==> src/rtl/core/tli_pkg.sv <==
// Shared constants and types for the table linear interpolator.
package tli_pkg;

    // Table geometry
    localparam int MAX_POINTS = 64;
    localparam int ADDR_W     = $clog2(MAX_POINTS);
    localparam int CNT_W      = $clog2(MAX_POINTS + 1);

    // Data widths (Q16.16 values and derived arithmetic)
    localparam int DATA_W     = 32;
    localparam int DIFF_W     = DATA_W + 1;
    localparam int PROD_W     = 2 * DATA_W;
    localparam int SUM_W      = DATA_W + 2;
    localparam int STEP_W     = $clog2(PROD_W);

    // Item kinds
    localparam logic KIND_APPEND = 1'b0;
    localparam logic KIND_QUERY  = 1'b1;

    // Result status codes
    typedef enum logic [2:0] {
        ST_OK     = 3'd0,
        ST_RANGE  = 3'd1,
        ST_FEW    = 3'd2,
        ST_STORED = 3'd3,
        ST_FULL   = 3'd4
    } status_t;

    // Handshake between the controller and the serial divider
    typedef struct packed {
        logic start;
        logic done;
    } div_ctl_t;

endpackage

==> src/rtl/core/tli_div.sv <==
// Restoring bit-serial unsigned divider, one quotient bit per cycle.
module tli_div (
    input  logic                              aclk,
    input  logic                              aresetn,
    input  logic                              start,
    input  logic [tli_pkg::PROD_W-1:0]        dividend,
    input  logic [tli_pkg::DATA_W-1:0]        divisor,
    output logic                              done,
    output logic [tli_pkg::PROD_W-1:0]        quotient
);
    import tli_pkg::*;

    logic                busy_reg;
    logic                done_reg;
    logic [STEP_W-1:0]   step_reg;
    logic [DATA_W-1:0]   rem_reg;
    logic [PROD_W-1:0]   quo_reg;
    logic [DATA_W-1:0]   div_reg;

    logic [DATA_W:0]     trial;
    logic                fits;
    logic [DATA_W:0]     trial_sub;

    // One restoring step: shift in the next dividend bit and try the subtract
    always_comb begin
        trial     = {rem_reg, quo_reg[PROD_W-1]};
        fits      = (trial >= {1'b0, div_reg});
        trial_sub = trial - {1'b0, div_reg};
    end

    // Control
    always_ff @(posedge aclk) begin
        if (!aresetn) begin
            busy_reg <= 1'b0;
            done_reg <= 1'b0;
            step_reg <= '0;
        end else begin
            // done pulses for one cycle after the last step
            done_reg <= !start && busy_reg && (step_reg == STEP_W'(PROD_W - 1));
            if (start) begin
                busy_reg <= 1'b1;
                step_reg <= '0;
            end else if (busy_reg) begin
                step_reg <= step_reg + STEP_W'(1);
                if (step_reg == STEP_W'(PROD_W - 1)) begin
                    busy_reg <= 1'b0;
                end
            end
        end
    end

    // Datapath: dividend shifts out the top while quotient bits shift in
    always_ff @(posedge aclk) begin
        if (start) begin
            rem_reg <= '0;
            quo_reg <= dividend;
            div_reg <= divisor;
        end else if (busy_reg) begin
            rem_reg <= fits ? trial_sub[DATA_W-1:0] : trial[DATA_W-1:0];
            quo_reg <= {quo_reg[PROD_W-2:0], fits};
        end
    end

    assign done     = done_reg;
    assign quotient = quo_reg;

endmodule

==> config.mk <==
export PLATFORM = sky130hd
export DESIGN_NAME = tli_div
export DESIGN_NICKNAME = d
export VERILOG_FILES = /design/src/rtl/core/tli_pkg.sv /design/src/rtl/core/tli_div.sv
export SDC_FILE = /design/constraint.sdc
export NUM_CORES = 1
export LEC_CHECK = 0
export BUFFER_PORTS_ARGS = -buffer_cell sky130_fd_sc_hd__buf_2
export CAP_MARGIN = 15
export CORE_MARGIN = 2
export CORE_UTILIZATION = 28
export DETAILED_ROUTE_END_ITERATION = 10
export PLACE_DENSITY = 0.58
export SETUP_SLACK_MARGIN = 0.02
export SLEW_MARGIN = 30
export SYNTH_ARGS = -nofsm -noshare
export SYNTH_HDL_FRONTEND = slang
export SYNTH_SLANG_ARGS = --single-unit
==> constraint.sdc <==
create_clock -name aclk -period 2.45 [get_ports aclk]
set_input_delay 0.49 -clock aclk [delete_from_list [all_inputs] [get_ports aclk]]
set_output_delay 0.49 -clock aclk [all_outputs]
set_load 0.02 [all_outputs]
Word level (Yosys, flattened, before mapping)
Cells that the tools add are included.

word-level totals
  bits in registers = 136
  word-level logic and storage cells = 22
  output and inout port bits = 65
  input bits = 99

operators by class
  add/sub/neg operators = 2
  equality and inequality tests = 1
  order comparisons = 1
  bitwise logic cells = 1
  multiplexer cells = 6
  reductions and logical operators = 5

operators with widths
  kind                                                            number
  64-bit 2-to-1 mux                                               2
  33-bit by 32-bit greater-or-equal comparator with 1-bit output  1
  32-bit 2-to-1 mux                                               1
  32-bit subtractor                                               1
  6-bit by 1-bit adder with 6-bit output, second input constant   1
  6-bit == test, second input constant                            1
  1-bit 2-to-1 mux                                                3
  1-bit logical AND                                               2
  2-bit nonzero test                                              1
  2-bit OR reduction                                              1
  1-bit zero test                                                 1
  1-bit NOT                                                       1

Logic depth before layout (Yosys ltp)
  depth in word-level cells = 4
  mapped depth = 14
  mapped depth without buffers = 11

Worst setup path before layout
No wires, ideal clock.

  kind = register to register
  start point = register quo_reg[63], in the netlist quotient[63]
  end point = register rem_reg[30]
  cell stages (with the launch flop) = 12
  path slack = -0.344 ns
  path buffers = 0
  library setup time = 0.087 ns
  clock period less this slack = 2.794 ns
  required time = 2.363 ns
  data arrival time = 2.707 ns
  cells stage by stage = edfxtp_1 inv_1 ha_1 fa_1 nand2b_1 a21oi_1 o21bai_1 o221a_2 a311oi_1 and4_1 nor4_1 o31ai_1

on the way
  cells in the longest elaborated chain, start to end = 2
  elaborated cells between the ends (all ways) = 3
  classes of those cells = add/sub: 1; order compare: 1; mux: 1

RTL lines
  item                                                                                                 line                          text
  start: declaration                                                                                   tli_div.sv:17                 logic [PROD_W-1:0] quo_reg;
  start signal: assignment                                                                             tli_div.sv:56                 quo_reg <= dividend;
  start signal: assignment                                                                             tli_div.sv:60                 quo_reg <= {quo_reg[PROD_W-2:0], fits};
  32-bit subtractor or 33-bit by 32-bit greater-or-equal comparator with 1-bit output (tied branches)  tli_div.sv:28, tli_div.sv:27
  32-bit 2-to-1 mux *                                                                                  tli_div.sv:59                 rem_reg <= fits ? trial_sub[DATA_W-1:0] : trial[DATA_W-1:0];
  end signal: assignment                                                                               tli_div.sv:59
  end: declaration                                                                                     tli_div.sv:16                 logic [DATA_W-1:0] rem_reg;

Every way passes the cells marked *; elsewhere a longest branch is shown, timed or not.
A chain may end at the register's enable or synchronous reset.

Final worst setup path
  start point = register div_reg[0]
  end point = register rem_reg[20]

on the way
  cells in the longest elaborated chain, start to end = 2
  elaborated cells between the ends (all ways) = 3
  classes of those cells = add/sub: 1; order compare: 1; mux: 1

RTL lines
  item                                                                                                 line                          text
  start: declaration                                                                                   tli_div.sv:18                 logic [DATA_W-1:0] div_reg;
  start signal: assignment                                                                             tli_div.sv:57                 div_reg <= divisor;
  32-bit subtractor or 33-bit by 32-bit greater-or-equal comparator with 1-bit output (tied branches)  tli_div.sv:28, tli_div.sv:27
  32-bit 2-to-1 mux *                                                                                  tli_div.sv:59

Marks and branches as above.

==> flow_summary.yaml <==
detailed_routing:
  dr_vias: 6060
  routed_wire_length_per_instance_um: 16.69
  first_pass_iters: 6
  post_route_ant_nets: 0
  avgViaCountPerCell: 4.757
  drt_wl_total_um: 21270
  initialDrtViolationCount: 268
  post-route-drc-count: 0
timing:
  report.final.setup_viol: 33
  report.final.hold_viol_count: 0
  fin_worst_hold_slack_ns: 0.2392
  finalMaxSlewViolations: 0
  layout_worst_path_cycle_share_pct: 108.1
  slew-limit-headroom_pct: 53.41
  final.setup.worst_slack_ns: -0.1976
  grt_setup_unrepaired: "true"
  final_period_minus_worst_setup_slack_ns: 2.648
  fin_worst_skew_ns: 0.01058
  slew_at_the_pin_closest_to_its_max_slew_limit_ns: 0.6900
  max_clock_freq_mhz: 377.7
finish:
  largest_register_ffs: 64
  finish.utilization_pct: 41.28
  drive_above_1_share_pct: 51.60
  finalNetCount: 1059
  finish.cell_count_without_fillers: 1274
  area_growth_synth_to_finish_pct: 45.98
synth:
  synthesized_area_fraction_occupied_by_and_or_nand_nor_cells_pct: 9.195
  synthAdderAreaFrac_pct: 5.925
  synth_cell_type_count: 64
  synth-xor-area-share_pct: 3.596
  postSynthNetCount: 773
  async_reset_ff_share_pct: 0
  synth_top_cells_by_area: "edfxtp_1, dfxtp_1, mux2_2"
  synth.avg_cell_area_um2: 11.42
  yosys-mux-area-fraction_pct: 13.01
  most_frequent_cell_after_synthesis: "edfxtp_1"
  post_synthesis_sequential_area_ratio_pct: 50.41
  largest_family_of_logic_cells_by_synthesized_area: "compound AO/OA/AOI/OAI gates"
  synth_top_cell_by_area: "edfxtp_1"
  synth-main-ff-cell: "edfxtp_1"
  syn_area_um2: 7307
  ys_seq_elements: 136
  yosysWarnings: 0
  synth_common_cells: "edfxtp_1, mux2_2, nor2_1"
  yosys.area.top_type_share_pct: 39.45
  synth-edff-count: 96
  area_fraction_in_compound_gates_after_synthesis_pct: 13.60
  number_of_standard_cells_after_synthesis: 640
clock_tree:
  cts_root_buffer: "clkbuf_16"
  cts_buffers: 17
  tritoncts: "built"
  number_of_buffers_added_to_fix_hold_violations_after_cts: 0
  clkSinkCount: 136
  htreeDepth: 4
  cts.reportedPaths.clkPinSlew_ns: 0.07
  max-clock-path-buffers: 2
  clock_latency_ns: 0.43
min_path:
  hp_class: "input pin to register"
grt:
  grt.total_usage_pct: 15.77
  grt_first_pass_wirelength_um: 33040
  maximum_number_of_pins_on_one_net_before_global_route_repair: 77
  antenna_found_initial: 3
  globalRoute.totalOverflow: 0
  grt_pass1_vias: 6306
pwr:
  total_power_w: 0.007373
  net-switching-power_w: 0.002177
  vdd_ir_drop_max_uv: 471.1
  power.share.combinational_pct: 24.4
  intPower_w: 0.005196
  p_leak_nw: 4.386
  pwr-share-clk_pct: 37.5
  power-per-cell-area_nw_per_um2: 691.2
  power_switching_share_pct: 29.52
  seq_power_share_pct: 38.1
placement:
  place_ws_ns: -0.3393
  portBuffers: 163
  place_inst: 1223
  gp_routability_congestion: 0.8509
  hpwlAfterDp_um: 15410
worst_setup_path:
  worst-endpoint-arrival_ns: 2.99
  critPathLaunchType: "register"
  critical_path_required_ns: 2.79
  worst-path-max-fanout: 3
  timing.reg2reg.setup_slack_ns: -0.20
  critical_path.endpoint_type: "register"
  crit_type: "register to register"
die:
  row_count: 59
  floorplan.die_area_um2: 27410
  io_pins: 164
  core_area_um2: 25840
  floorplan.die.height_um: 165.5
  die_w_um: 165.5
  initial_core_util_pct: 28.28
flow_run:
  cap_violations: 0
outcome:
  failed_checks: "negative setup slack"
  status: "finished with violations"
## kinds of logic after synthesis
kind of cell	count (synthesis)
adders and majority gates	34
and+or+nand+nor	144
AOI/OAI and AO/OA	141
DFF	136
muxes	87
buffers and inverters	68
xor gates and xnor gates	30
## critical path: stages, from the launching register on
cell and delay [ns]:
edfxtp_1 0.39, ha_2 0.20, fa_2 0.34, nand2b_4 0.16, a21oi_4 0.18, buf_4 0.15, o22ai_2 0.10, o21a_1 0.24
o21ai_2 0.19, buf_4 0.15, xor2_2 0.15, mux2i_4 0.09, a211oi_2 0.21
## metrics by stage
stage	setup TNS (ns)	cell area, um2
3_5_place_dp	-5.500	9343
6_report	-2.820	10670
2_1_floorplan	-1.267	7381
5_1_grt	-6.917	10660
4_1_cts	-1.796	10470
3_3_place_gp	-4.472	9343
## path summary, 6_finish.rpt
| check | cells past startpoint | to | startpoint |
|---|---|---|---|
| worst max-delay path | 12 | rem_reg[20]$_SDFFE_PP0P_ | div_reg[0]$_DFFE_PP_ |
| worst min-delay path | 1 | div_reg[8]$_DFFE_PP_ | divisor[8] |
| worst max register to register | 12 | rem_reg[20]$_SDFFE_PP0P_ | div_reg[0]$_DFFE_PP_ |
| worst min register to register | 2 | done$_SDFF_PN0_ | step_reg[5]$_SDFFE_PP0P_ |
## power by group through the flow
stage | clock [W] | combinational [W] | sequential, W
floorplan | 0 | 0.000788 | 0.00297
global placement | 0 | 0.00157 | 0.00284
detailed placement | 0 | 0.00158 | 0.00285
CTS | 0.00283 | 0.00174 | 0.00281
global route | 0.00291 | 0.00195 | 0.00283
finish | 0.00276 | 0.00180 | 0.00281
## layer usage
| metal | part of all wire, % | track usage [%] | vias to the layer above |
|---|---|---|---|
| li1 | - | - | 2958 |
| met1 | 42 | 19.09 | 2868 |
| met2 | 49 | 27.05 | 207 |
| met3 | 7.5 | 4.970 | 23 |
| met4 | 1.2 | 4.193 | 4 |
| met5 | 0.099 | 0 | - |
## placed cells by master (no fill, tap or decap), types with 18 or more instances in the layout
cell type,n
buf_2,162
buf_4,118
edfxtp_1,96
mux2_2,64
nor2_1,51
dfxtp_1,38
nand2_1,37
inv_1,31
a21oi_1,28
a211oi_1,19
mux2i_1,18
ha_4,18
## area by class of cell
cell class / instances / area, um2
multi-input combinational: 436 / 3869
timing repair buffer: 296 / 1928
antenna: 1 / 2.502
clock inverter: 14 / 186.4
tap: 335 / 419.2
sequential: 136 / 3686
inverter: 39 / 150.1
fill: 2496 / 15170
clock buffer: 17 / 425.4
## what timing repair did
item	4_1_cts	5_1_grt
gates cloned	1	0
resized for setup	78	27
setup endpoints to repair	33	33
setup buffers	10	8
pin swaps	30	14
Note: power is estimated with default switching activity, not from simulation.
